`config.mk`:
```
export PLATFORM = sky130hd
export DESIGN_NAME = gcc_ram
export DESIGN_NICKNAME = d
export VERILOG_FILES = /design/src/rtl/core/assert_macros.svh /design/src/rtl/core/gcc_ram.sv
export SDC_FILE = /design/constraint.sdc
export NUM_CORES = 1
export LEC_CHECK = 0
export BUFFER_PORTS_ARGS = -buffer_cell sky130_fd_sc_hd__buf_2
export CORE_MARGIN = 4
export CORE_UTILIZATION = 40
export DETAILED_ROUTE_END_ITERATION = 10
export GPL_TIMING_DRIVEN = 0
export PLACE_DENSITY = 0.56
export RECOVER_POWER = 25
export SLEW_MARGIN = 20
export SYNTH_ARGS = -nofsm -noshare
export SYNTH_HDL_FRONTEND = slang
export SYNTH_SLANG_ARGS = --single-unit
```
`constraint.sdc`:
```
create_clock -name i_clk -period 5.5 [get_ports i_clk]
set_input_delay 0.55 -clock i_clk [delete_from_list [all_inputs] [get_ports i_clk]]
set_output_delay 0.55 -clock i_clk [all_outputs]
set_load 0.02 [all_outputs]
```
`src/rtl/core/assert_macros.svh`:
```
// Assertion shorthands shared by the RTL; each expects i_clk and i_rst_n in scope.
`ifndef ASSERT_MACROS_SVH
`define ASSERT_MACROS_SVH

// Same-cycle implication, checked out of reset.
`define ASSERT_IMP(lbl, ante, cons, msg) \
    lbl: assert property (@(posedge i_clk) disable iff (!i_rst_n) (ante) |-> (cons)) \
        else $error(msg);

// Next-cycle implication, checked out of reset.
`define ASSERT_NEXT(lbl, ante, cons, msg) \
    lbl: assert property (@(posedge i_clk) disable iff (!i_rst_n) (ante) |=> (cons)) \
        else $error(msg);

`endif

```
`src/rtl/core/gcc_ram.sv`:
```
`default_nettype none

module gcc_ram #(
    parameter int WIDTH = 8,
    parameter int DEPTH = 64
) (
    input  logic                     i_clk,
    input  logic                     i_we,
    input  logic [$clog2(DEPTH)-1:0] i_waddr,
    input  logic [WIDTH-1:0]         i_wdata,
    input  logic [$clog2(DEPTH)-1:0] i_raddr,
    output logic [WIDTH-1:0]         o_rdata
);

    logic [WIDTH-1:0] mem [DEPTH];

    always_ff @(posedge i_clk) begin
        if (i_we) begin
            mem[i_waddr] <= i_wdata;
        end
        o_rdata <= mem[i_raddr];
    end

endmodule

`default_nettype wire

```
---- After elaboration in Yosys (flattened, before gate mapping) ----
Memory sizes are Yosys's and may differ from the RTL's. A register that Yosys moved wholly into a read port is not among the register bits.
Cells that the tools add are included.
storage, ports and cells
  flip-flop bits (word level) ............. 0
  memory bits (writable) .................. 512
  output and inout port bits .............. 8
  logic and storage cells ................. 3
  memories kept ........................... 1
memory list
  name  words  width  read ports  clocked after memory_dff  wr ports  line           source
  mem   64     8      1           1                         1         gcc_ram.sv:15  logic [WIDTH-1:0] mem [DEPTH];
operators by class
  muxes and demuxes ....................... 2
operators with widths
  operator  count
  $mux 1    2

---- Depth between registers and ports, before layout ----
Gate-level depths: netlist of run 1.
  depth in word-level cells ............... 2
  gate-level depth with buffers ........... 9
  gate-level depth less buffers ........... 5

---- Worst setup path before layout of run 1 ----
Ideal clock, no wire load.
  kind .................................... input to register
  start point ............................. input port i_raddr[1]
  end point ............................... register o_rdata[3] (read register of mem)
  setup time .............................. 0.128 ns
  arrival time ............................ 2.090 ns
  required time ........................... 5.372 ns
  path slack .............................. 3.282 ns
  stages .................................. 7
  cell sequence ........................... buf_4 -> buf_2 -> buf_2 -> mux4_2 -> mux4_2 -> o21ai_1 -> o41ai_1
RTL lines
  what                line           source
  start: declaration  gcc_ram.sv:11  input logic [$clog2(DEPTH)-1:0] i_raddr,
  end: declaration    gcc_ram.sv:12  output logic [WIDTH-1:0] o_rdata

==> flow_summary_export.csv, run 1 <==
group,metric,value,unit
status,outcome,"finished, violations left",
status,failed_checks,"capacitance limit, slew limit",
synth,synth_top_family_by_area,"multiplexers",
routing,routed_wirelength,49.4,mm
placement,io_buffer_count,21,
placement,dp_cells,1633,
clock_tree,numClockSinks,520,
routing,antenna_left,0,
floorplanning,row_count,82,
global_routing,first_global_vias,9908,
synth,synth_cell_types,40,
setup_path,critical-path-top-delay-family,"buffers and inverters",
global_routing,grt_util_all_layers,0.185,
cells_and_area,layout_commonest_cell,"edfxtp_1",
synth,synth_simple_gate_area_share,0.0339,
min_path,hold-path-cell-count,2,
floorplanning,io-pin-count,30,
synth,share_of_the_synthesized_area_in_compound_gates_ao_oa_aoi_oai,0.0207,
setup_path,endpoint_kind,"register",
clock_tree,cts_buffer_depth,3,
setup_path,critical_path.startpoint_type,"input pin",
cells_and_area,num-nets-final,1036,
synth,mappedNetlistArea,20200,sq um
cells_and_area,layout.cells.most_common_list,"512 x edfxtp_1, 126 x mux4_2, 83 x nor2_1",
global_routing,global_route.overflow_total,0,
placement,detailedPlacementHpwl,31.3,mm
placement,gp_congestion,0.848,
timing,rsz_0062_raised_after_global_routing,"no",
routing,drc_errors,0,
timing,layout_worst_path_cycle_share,0.533,
setup_path,crit_path_max_incr_delay,0.49,ns
global_routing,maximum_number_of_pins_on_one_net_before_global_route_repair,65,
min_path,min_delay_worst_endpoint,"o_rdata[3]",
timing,maxSlewHeadroom,-0.990,
power,p_leak,6.96,nW
clock_tree,insertion_delay,0.59,ns
power,power_density,358,nW/um^2
setup_path,worst-r2r-setup-slack,3.33,ns
setup_path,ordered_cell_list_for_the_critical_path,"buf_4 -> buf_2 -> buf_4 -> buf_2 -> nand3_1 -> o221ai_1 -> a21oi_1 -> o21ai_1 -> o41ai_1",
global_routing,wire_length_of_the_first_global_routing_pass,70.8,mm
setup_path,critPathRequiredTime,5.93,ns
clock_tree,tritoncts,"built",
synth,post_synth.cell_area_avg,21.5,sq um
synth,netlist_instances,940,
clock_tree,number_of_clock_buffers_inserted_by_tritoncts,51,
setup_path,r2r.worst_path.cells,5,
cells_and_area,syn_to_final_growth,12.5,%
routing,wire_per_inst,28.6,um
timing,final.setup.tns,0,ns
routing,drtIter0Drc,1256,
cells_and_area,drive_above_1_share,0.245,
clock_tree,cts_setup_buffers,0,
cells_and_area,post_route_insts_no_fill,1727,
timing,clock-skew-final,0.0185,ns
cells_and_area,fillCellCount,4264,
routing,dr_total_vias,9628,
synth,synth.area.mux_share,0.159,
routing,drt-pass1-iter-count,5,
timing,achievable-frequency,0.341,GHz
power,max-vdd-ir-drop,221,uV
min_path,worst_hold_path_type,"in -> reg",
floorplanning,die_height,233,um
floorplanning,initial_utilization,0.404,
timing,layout_setup_ws,2.57,ns
timing,final-setup-viol-count,0,
clock_tree,clk_root_buffer_cell,"clkbuf_16",
floorplanning,area_of_the_core_region,50000,sq um
setup_path,critical_path_arrival,3.36,ns
cells_and_area,antenna_diodes,0,
clock_tree,holdBufCountCts,0,
placement,dp_slack,2.02,ns
setup_path,reg2reg_to,"o_rdata[4]",
setup_path,criticalPathCategory,"in -> reg",
clock_tree,post_cts_resize_count,0,
clock_tree,cts_htree_levels,2,
routing,via_per_inst,5.57,
timing,final.hold.worst_slack,0.451,ns
floorplanning,floorplan.die_area,54100,sq um
synth,synth-adder-area-share,0,
job,cap_viol_max_count,7,
min_path,hold_start,"i_raddr[5]",
timing,finalHoldViolCount,0,
floorplanning,die_x,233,um
synth,yosys.area_share.xor_xnor,0,
setup_path,timing.critical_path.fanout_max,10,
setup_path,worst_path_bufs_invs,4,
synth,synth.yosys.seq_area_share,0.770,
global_routing,grt_antenna_before_repair,0,
timing,slew_of_the_pin_with_the_lowest_slew_margin,2.98,ns
setup_path,timing.rr.start,"mem[21][4]",
synth,yosys_warnings,0,
setup_path,critPathSlowestCell,"o221ai_1",
clock_tree,clk_pin_slew,0.06,ns
synth,synth_seq_cells,520,
synth,syn-num-nets,962,
timing,maxSlewViolCount,455,
timing,fin_crit,2.93,ns
[flip-flops by register name, indices dropped and copies added, names as in the netlist]
register and flops:
mem 512, o_rdata 8
[cells in the mapped netlist (all sizes together)]
cell     number  share of area
mux2i        23          0.011
o221ai        8         0.0035
nand3b        3         0.0011
o221a         2         0.0011
nor3          7         0.0017
a2111oi       2        0.00087
o2111ai       3         0.0013
dfxtp         8         0.0079
a21oi         3        0.00074
edfxtp      512           0.76
nand2        19         0.0035
nor4          2        0.00062
or3           1        0.00031
buf          34          0.013
o22ai         8         0.0025
o2bb2ai       3         0.0013
nand4b        1        0.00043
nand4         2        0.00062
a22oi         3         0.0011
o311ai        1        0.00043
nor2b        14         0.0043
a211oi        4         0.0015
nand2b        7         0.0022
mux2         13         0.0073
nor2         83          0.015
clkbuf       17         0.0032
and2          1        0.00031
o21ai         4        0.00099
nand3        13         0.0032
a221oi        6         0.0026
a31oi         1        0.00031
o41ai         2        0.00087
mux4        126           0.14
o32ai         2        0.00087
o21a          2        0.00074
[cell families after synthesis]
| kind of cell | after synthesis |
|---|---|
| muxes | 162 |
| and+or+nand+nor | 153 |
| DFF | 520 |
| buffers and inverters | 51 |
| AOI/OAI and AO/OA | 54 |
[how the worst max path moves through the flow]
stage / from / end / cells after the start
after floorplan: i_raddr[1] / o_rdata[3] / 7
after global placement: i_raddr[1] / o_rdata[4] / 8
after detailed placement: i_raddr[1] / o_rdata[5] / 9
after CTS: i_raddr[1] / o_rdata[5] / 9
after global routing: i_wdata[0] / mem[50][0] / 1
final: i_raddr[1] / o_rdata[3] / 9
[area by class of cell]
cell class,count,area (sq um),share of cell area
Sequential cell,520,15500,0.685
Multi-Input combinational cell,369,4330,0.191
Tap cell,672,841,0.0371
Timing Repair Buffer,21,98.8,0.00436
Buffer,51,317,0.0140
Clock buffer,77,1490,0.0655
Clock inverter,17,82.6,0.00364
[routing by layer]
layer  track usage  vias up  routed length [um]  part of all wire
met5             0        -                   0                 0
met4        0.0583        0                1360             0.027
met3        0.0327       71                3250             0.066
met2         0.290      350               23400              0.47
met1         0.268     5130               21500              0.43
li1              -     4077                   -                 -
[where the power goes]
| part | switching, mW | leakage (nW) | internal (mW) |
|---|---|---|---|
| combinational | 0.292 | 1.52 | 0.153 |
| sequential | 0.00790 | 4.67 | 4.39 |
| clock | 1.42 | 0.768 | 1.86 |
| total | 1.72 | 6.96 | 6.41 |
[stage by stage]
| step | area [sq um] | utilization | total power, mW |
|---|---|---|---|
| 2_1_floorplan | 20200 | - | 4.72 |
| 3_3_place_gp | 21100 | 0.423 | 4.92 |
| 3_5_place_dp | 21100 | 0.423 | 4.93 |
| 4_1_cts | 22700 | 0.454 | 8.19 |
| 5_1_grt | 22700 | 0.454 | 8.39 |
| 6_report | 22700 | 0.454 | 8.13 |
[worst reg2reg max path: stages (launching register included)]
cell and delay [ns]:
edfxtp_1 0.36, mux4_2 0.47, mux2_2 0.32, o221a_2 0.31
nor3_1 0.34, o32ai_1 0.23
No activity file was read; power rests on OpenSTA's default activity.
==> inputs of run 2 (changes only) <==
--- a/config.mk
+++ b/config.mk
@@ -5,6 +5,7 @@
 export SDC_FILE = /design/constraint.sdc
 export NUM_CORES = 1
 export LEC_CHECK = 0
+export ABC_AREA = 1
 export BUFFER_PORTS_ARGS = -buffer_cell sky130_fd_sc_hd__buf_2
 export CORE_MARGIN = 4
 export CORE_UTILIZATION = 40
==> constraint.sdc (replaced) <==
create_clock -name i_clk -period 3.05 [get_ports i_clk]
set_input_delay 0.305 -clock i_clk [delete_from_list [all_inputs] [get_ports i_clk]]
set_output_delay 0.305 -clock i_clk [all_outputs]
set_load 0.02 [all_outputs]
==> flow_summary_export.csv, run 2 <==
group,metric,value,unit
timing,maxSlewViolCount,253,
cells_and_area,num-nets-final,1914,
global_routing,first_global_vias,13600,
status,outcome,"finished, violations left",
min_path,hold-path-cell-count,3,
synth,post_synth.cell_area_avg,11.8,sq um
synth,yosysMostFrequentCell,"nand2_1",
min_path,hold_start,"i_raddr[5]",
cells_and_area,layout.cells.most_common_list,"648 x nand2_1, 512 x edfxtp_1, 439 x nand3_1",
setup_path,critical_path_arrival,2.52,ns
timing,layout_worst_path_cycle_share,0.753,
power,power_density,653,nW/um^2
clock_tree,post_cts_resize_count,0,
cells_and_area,fillCellCount,4753,
synth,netlist_instances,1805,
floorplanning,initial_utilization,0.405,
synth,synthArstFlopShare,0,
timing,clock-skew-final,0.0102,ns
setup_path,critPathRequiredTime,3.27,ns
routing,drtIter0Drc,1984,
routing,dr_total_vias,14500,
routing,wire_per_inst,24.3,um
timing,rsz_0062_raised_after_global_routing,"no",
routing,drc_errors,0,
cells_and_area,registers.top_by_ff_count,"mem",
synth,synth_cell_types,16,
global_routing,grt.busiest_layer,"met2",
timing,maxSlewHeadroom,-0.311,
synth,ys_top_cells_by_count,"648 x nand2_1, 512 x edfxtp_1, 439 x nand3_1, 56 x nor2_1, 37 x buf_2",
min_path,worst_hold_path_type,"in -> reg",
synth,synth.yosys.seq_area_share,0.728,
global_routing,wire_length_of_the_first_global_routing_pass,92.6,mm
global_routing,global_route.overflow_total,0,
synth,post_synth_main_area_contributors,"edfxtp_1 72%, nand2_1 11%, nand3_1 10%",
setup_path,ordered_cell_list_for_the_critical_path,"clkbuf_1 -> inv_1 -> nand4_1 -> nor2_1",
synth,yosys.area.top_type_share,0.720,
floorplanning,area_of_the_core_region,52700,sq um
placement,gp_congestion,0.948,
cells_and_area,largest_reg_flops,512,
global_routing,met2_usage,0.330,
floorplanning,io-pin-count,30,
placement,io_buffer_count,21,
setup_path,crit_path_max_incr_delay,0.98,ns
setup_path,critPathSlowestCell,"nor2_1",
floorplanning,floorplan.die_area,57100,sq um
setup_path,timing.rr.start,"mem[52][5]",
timing,final-setup-viol-count,0,
synth,ys.flop_type,"edfxtp_1",
clock_tree,cts_setup_buffers,0,
cells_and_area,largest_registers,"mem: 512 flops, o_rdata: 8 flops",
floorplanning,die_height,239,um
setup_path,critical-path-top-delay-family,"simple AND/OR/NAND/NOR gates",
global_routing,grt_antenna_before_repair,4,
routing,antenna_left,0,
timing,finalHoldViolCount,0,
floorplanning,row_count,84,
clock_tree,clk_root_buffer_cell,"clkbuf_16",
setup_path,timing.critical_path.fanout_max,9,
synth,synth_seq_cells,520,
routing,drt-pass1-iter-count,6,
clock_tree,holdBufCountCts,0,
placement,detailedPlacementHpwl,42.9,mm
global_routing,maximum_number_of_pins_on_one_net_before_global_route_repair,65,
synth,syn-num-nets,1827,
power,report.power.total,15.8,mW
routing,routed_wirelength,63.7,mm
power,max-vdd-ir-drop,408,uV
setup_path,r2r.worst_path.cells,8,
synth,mappedNetlistArea,21300,sq um
cells_and_area,finalCoreUtilization,0.461,
setup_path,critical_path.startpoint_type,"input pin",
cells_and_area,layout_commonest_cell,"nand2_1",
global_routing,globalRouteMet3Util,0.0423,
timing,achievable-frequency,0.435,GHz
floorplanning,die_x,239,um
timing,final.hold.worst_slack,0.248,ns
clock_tree,insertion_delay,0.60,ns
clock_tree,cts_buffer_depth,3,
setup_path,worst_path_bufs_invs,2,
clock_tree,clk_pin_slew,0.06,ns
setup_path,cp-startpoint,"i_waddr[1]",
job,cap_viol_max_count,5,
setup_path,criticalPathCategory,"in -> reg",
global_routing,grt_util_all_layers,0.220,
routing,via_per_inst,5.52,
power,p_leak,8.77,nW
setup_path,critical_path_cell_count,4,
setup_path,endpoint_kind,"register",
clock_tree,numClockSinks,520,
synth,number_of_synthesized_flops_with_an_enable_pin,512,
clock_tree,tritoncts,"built",
timing,slew_of_the_pin_with_the_lowest_slew_margin,1.97,ns
cells_and_area,syn_to_final_growth,13.8,%
clock_tree,cts_htree_levels,2,
status,failed_checks,"capacitance limit, slew limit",
global_routing,gr-usage-met1,0.329,
synth,synth_top_cell_by_area,"edfxtp_1",
timing,fin_crit,2.30,ns
cells_and_area,drive_above_1_share,0.109,
clock_tree,number_of_clock_buffers_inserted_by_tritoncts,54,
synth,yosys_warnings,0,
-- run 2: per-layer routing --
| metal | routed length, um | up-vias |
|---|---|---|
| met1 | 28100 | 7180 |
| met2 | 28100 | 654 |
| li1 | - | 6550 |
| met3 | 5470 | 115 |
| met5 | 22 | - |
| met4 | 2080 | 4 |
-- run 2: kinds of logic (layout without fill, tap and decap cells) --
group	after synthesis	in the layout	share of synthesized area
buf+inv	125	255	0.0402
flops	520	520	0.728
other cells	0	2	0
simple gates	1160	1160	0.232
-- run 2: per-stage QoR --
step	TNS [ns]	instances	area [sq um]	worst slack [ns]
2_1_floorplan	0	1805	21300	0.979
3_3_place_gp	-0.972	2514	22300	-0.0417
3_5_place_dp	0	2524	22500	0.209
4_1_cts	0	2623	24300	0.843
5_1_grt	0	2623	24300	0.745
6_report	0	2625	24300	0.752
-- run 2: final cells by class --
| cell class | count | area (sq um) | area share |
|---|---|---|---|
| clock inverters | 28 | 309 | 0.0127 |
| flip-flops and latches | 520 | 15500 | 0.640 |
| plain buffers | 113 | 808 | 0.0333 |
| well taps | 688 | 861 | 0.0355 |
| multi-input cells | 1160 | 5000 | 0.206 |
| inverters | 12 | 50.0 | 0.00206 |
| clock buffers | 71 | 1520 | 0.0625 |
| diodes | 2 | 5.00 | 0.000206 |
| repair buffers | 31 | 198 | 0.00814 |
-- run 2: worst paths after layout --
kind | end | slack, ns
max | mem[41][4] | 0.75
min | o_rdata[1] | 0.25
max reg2reg | o_rdata[5] | 1.54
min reg2reg | o_rdata[6] | 0.98
-- run 2: worst reg2reg max path, stage by stage, from the launching register on --
cell and delay (ns):
edfxtp_1 0.37, nand2_1 0.08, nand3_1 0.18, nand3_1 0.15, nand2_1 0.10, nand2_1 0.08, nand3_1 0.12, nand3_1 0.13
nand2_1 0.14
-- run 2: power by group --
group	switching, mW	internal, mW	leakage, nW
combinational	0.822	0.274	3.19
sequential	0.0145	7.92	4.67
clock	2.75	4.07	0.908
==> inputs of run 3 (changes only) <==
==> constraint.sdc (replaced) <==
create_clock -name i_clk -period 2.2 [get_ports i_clk]
set_input_delay 0.22 -clock i_clk [delete_from_list [all_inputs] [get_ports i_clk]]
set_output_delay 0.22 -clock i_clk [all_outputs]
set_load 0.02 [all_outputs]
==> flow_summary_export.csv, run 3 (synthesis results as in run 2) <==
group,metric,value,unit
floorplanning,area_of_the_core_region,52700,sq um
global_routing,maximum_number_of_pins_on_one_net_before_global_route_repair,65,
power,sw_pwr,4.96,mW
setup_path,criticalPathCategory,"in -> reg",
cells_and_area,layout_commonest_cell,"nand2_1",
cells_and_area,post_route_insts_no_fill,2625,
timing,fin_crit,2.22,ns
global_routing,grt_antenna_before_repair,4,
floorplanning,floorplan.die_area,57100,sq um
global_routing,grt_util_all_layers,0.220,
power,power_density,905,nW/um^2
setup_path,timing.critical_path.fanout_max,9,
job,cap_viol_max_count,4,
clock_tree,cts_htree_levels,2,
power,netSwitchingFraction,0.226,
clock_tree,tritoncts,"built",
timing,final.setup.tns,-0.179,ns
setup_path,critical_path.startpoint_type,"input pin",
power,max-vdd-ir-drop,567,uV
cells_and_area,largest_registers,"mem: 512 flops, o_rdata: 8 flops",
clock_tree,number_of_clock_buffers_inserted_by_tritoncts,54,
floorplanning,io-pin-count,30,
cells_and_area,drive_above_1_share,0.109,
clock_tree,numClockSinks,520,
routing,drt-pass1-iter-count,6,
global_routing,global_route.overflow_total,0,
cells_and_area,syn_to_final_growth,13.7,%
timing,finalHoldViolCount,0,
placement,dp_cells,2524,
status,failed_checks,"capacitance limit, slew limit, setup timing",
clock_tree,holdBufCountCts,0,
timing,maxSlewHeadroom,-0.287,
placement,io_buffer_count,21,
routing,dr_total_vias,14600,
placement,dp_slack,-0.556,ns
clock_tree,cts_buffer_depth,3,
status,outcome,"finished, violations left",
timing,layout_setup_ws,-0.0242,ns
clock_tree,cts_setup_buffers,0,
cells_and_area,largest_reg_flops,512,
min_path,worst_hold_path_type,"in -> reg",
power,power_frac_seq,0.501,
timing,rsz_0062_raised_after_global_routing,"yes",
routing,wire_per_inst,24.3,um
power,power_internal,17.0,mW
setup_path,ordered_cell_list_for_the_critical_path,"clkbuf_1 -> inv_1 -> nand4_1 -> nor2_1",
setup_path,endpoint_kind,"register",
routing,drtIter0Drc,2039,
timing,layout_worst_path_cycle_share,1.01,
setup_path,critical_path_arrival,2.45,ns
power,p_leak,8.77,nW
routing,via_per_inst,5.56,
routing,antenna_left,0,
floorplanning,initial_utilization,0.405,
floorplanning,die_height,239,um
setup_path,critPathRequiredTime,2.42,ns
global_routing,wire_length_of_the_first_global_routing_pass,92.6,mm
clock_tree,clk_pin_slew,0.06,ns
setup_path,critPathSlowestCell,"nor2_1",
cells_and_area,num-nets-final,1914,
setup_path,crit_path_max_incr_delay,0.99,ns
timing,slew_of_the_pin_with_the_lowest_slew_margin,1.93,ns
placement,gp_congestion,0.948,
routing,routed_wirelength,63.7,mm
routing,drc_errors,0,
global_routing,first_global_vias,13600,
timing,final.hold.worst_slack,0.182,ns
placement,placedInstanceArea,22500,sq um
timing,clock-skew-final,0.0113,ns
clock_tree,post_cts_resize_count,0,
placement,detailedPlacementHpwl,42.9,mm
clock_tree,insertion_delay,0.60,ns
timing,final-setup-viol-count,18,
timing,maxSlewViolCount,226,
cells_and_area,registers.top_by_ff_count,"mem",
floorplanning,row_count,84,
clock_tree,clk_root_buffer_cell,"clkbuf_16",
power,comb_power_share,0.069,
floorplanning,die_x,239,um
cells_and_area,layout.cells.most_common_list,"648 x nand2_1, 512 x edfxtp_1, 439 x nand3_1",
timing,achievable-frequency,0.450,GHz
power,clockPowerShare,0.430,
cells_and_area,final_cell_area,24300,sq um
## run 3: per-stage QoR
step / power [mW] / utilization
after floorplan: 12.0 / -
after detailed placement: 12.7 / 0.427
after global placement: 12.7 / 0.424
final: 22.0 / 0.461
after global routing: 22.6 / 0.461
after CTS: 22.0 / 0.461
## run 3: worst paths after layout
check | startpoint | endpoint | slack (ns) | depth (start not counted)
hold / removal | i_raddr[5] | o_rdata[5] | 0.18 | 3
hold reg to reg | mem[24][7] | o_rdata[7] | 0.99 | 8
setup reg to reg | mem[37][0] | o_rdata[0] | 0.70 | 8
setup / recovery | i_waddr[1] | mem[25][1] | -0.02 | 4
## run 3: worst max-delay path, delay by kind of cell
kind                   cells  cell delay [ns]
and+or+nand+nor            2             1.68
buffers and inverters      2             0.53
## run 3: power by group through the flow
stage	Sequential, mW	Combinational, mW	Clock (mW)
after global placement	11.2	1.46	0
after floorplan	11.2	0.771	0
after detailed placement	11.2	1.50	0
final	11.0	1.51	9.44
after CTS	11.0	1.50	9.55
after global routing	11.0	1.62	10.0
## run 3: per-layer routing
layer | GRT usage | share of wire | vias to the layer above
met5 | 0 | 0.00035 | -
met4 | 0.0686 | 0.033 | 4
met3 | 0.0423 | 0.093 | 118
met2 | 0.330 | 0.44 | 736
met1 | 0.329 | 0.43 | 7179
li1 | - | - | 6549
## run 3: final cells by class
cell class	count	area, sq um
fillers	4755	28400
flip-flops and latches	520	15500
multi-input cells	1160	5000
clock buffers	71	1520
well taps	688	861
plain buffers	113	808
clock inverters	28	309
repair buffers	31	183
inverters	12	50.0
diodes	2	5.00
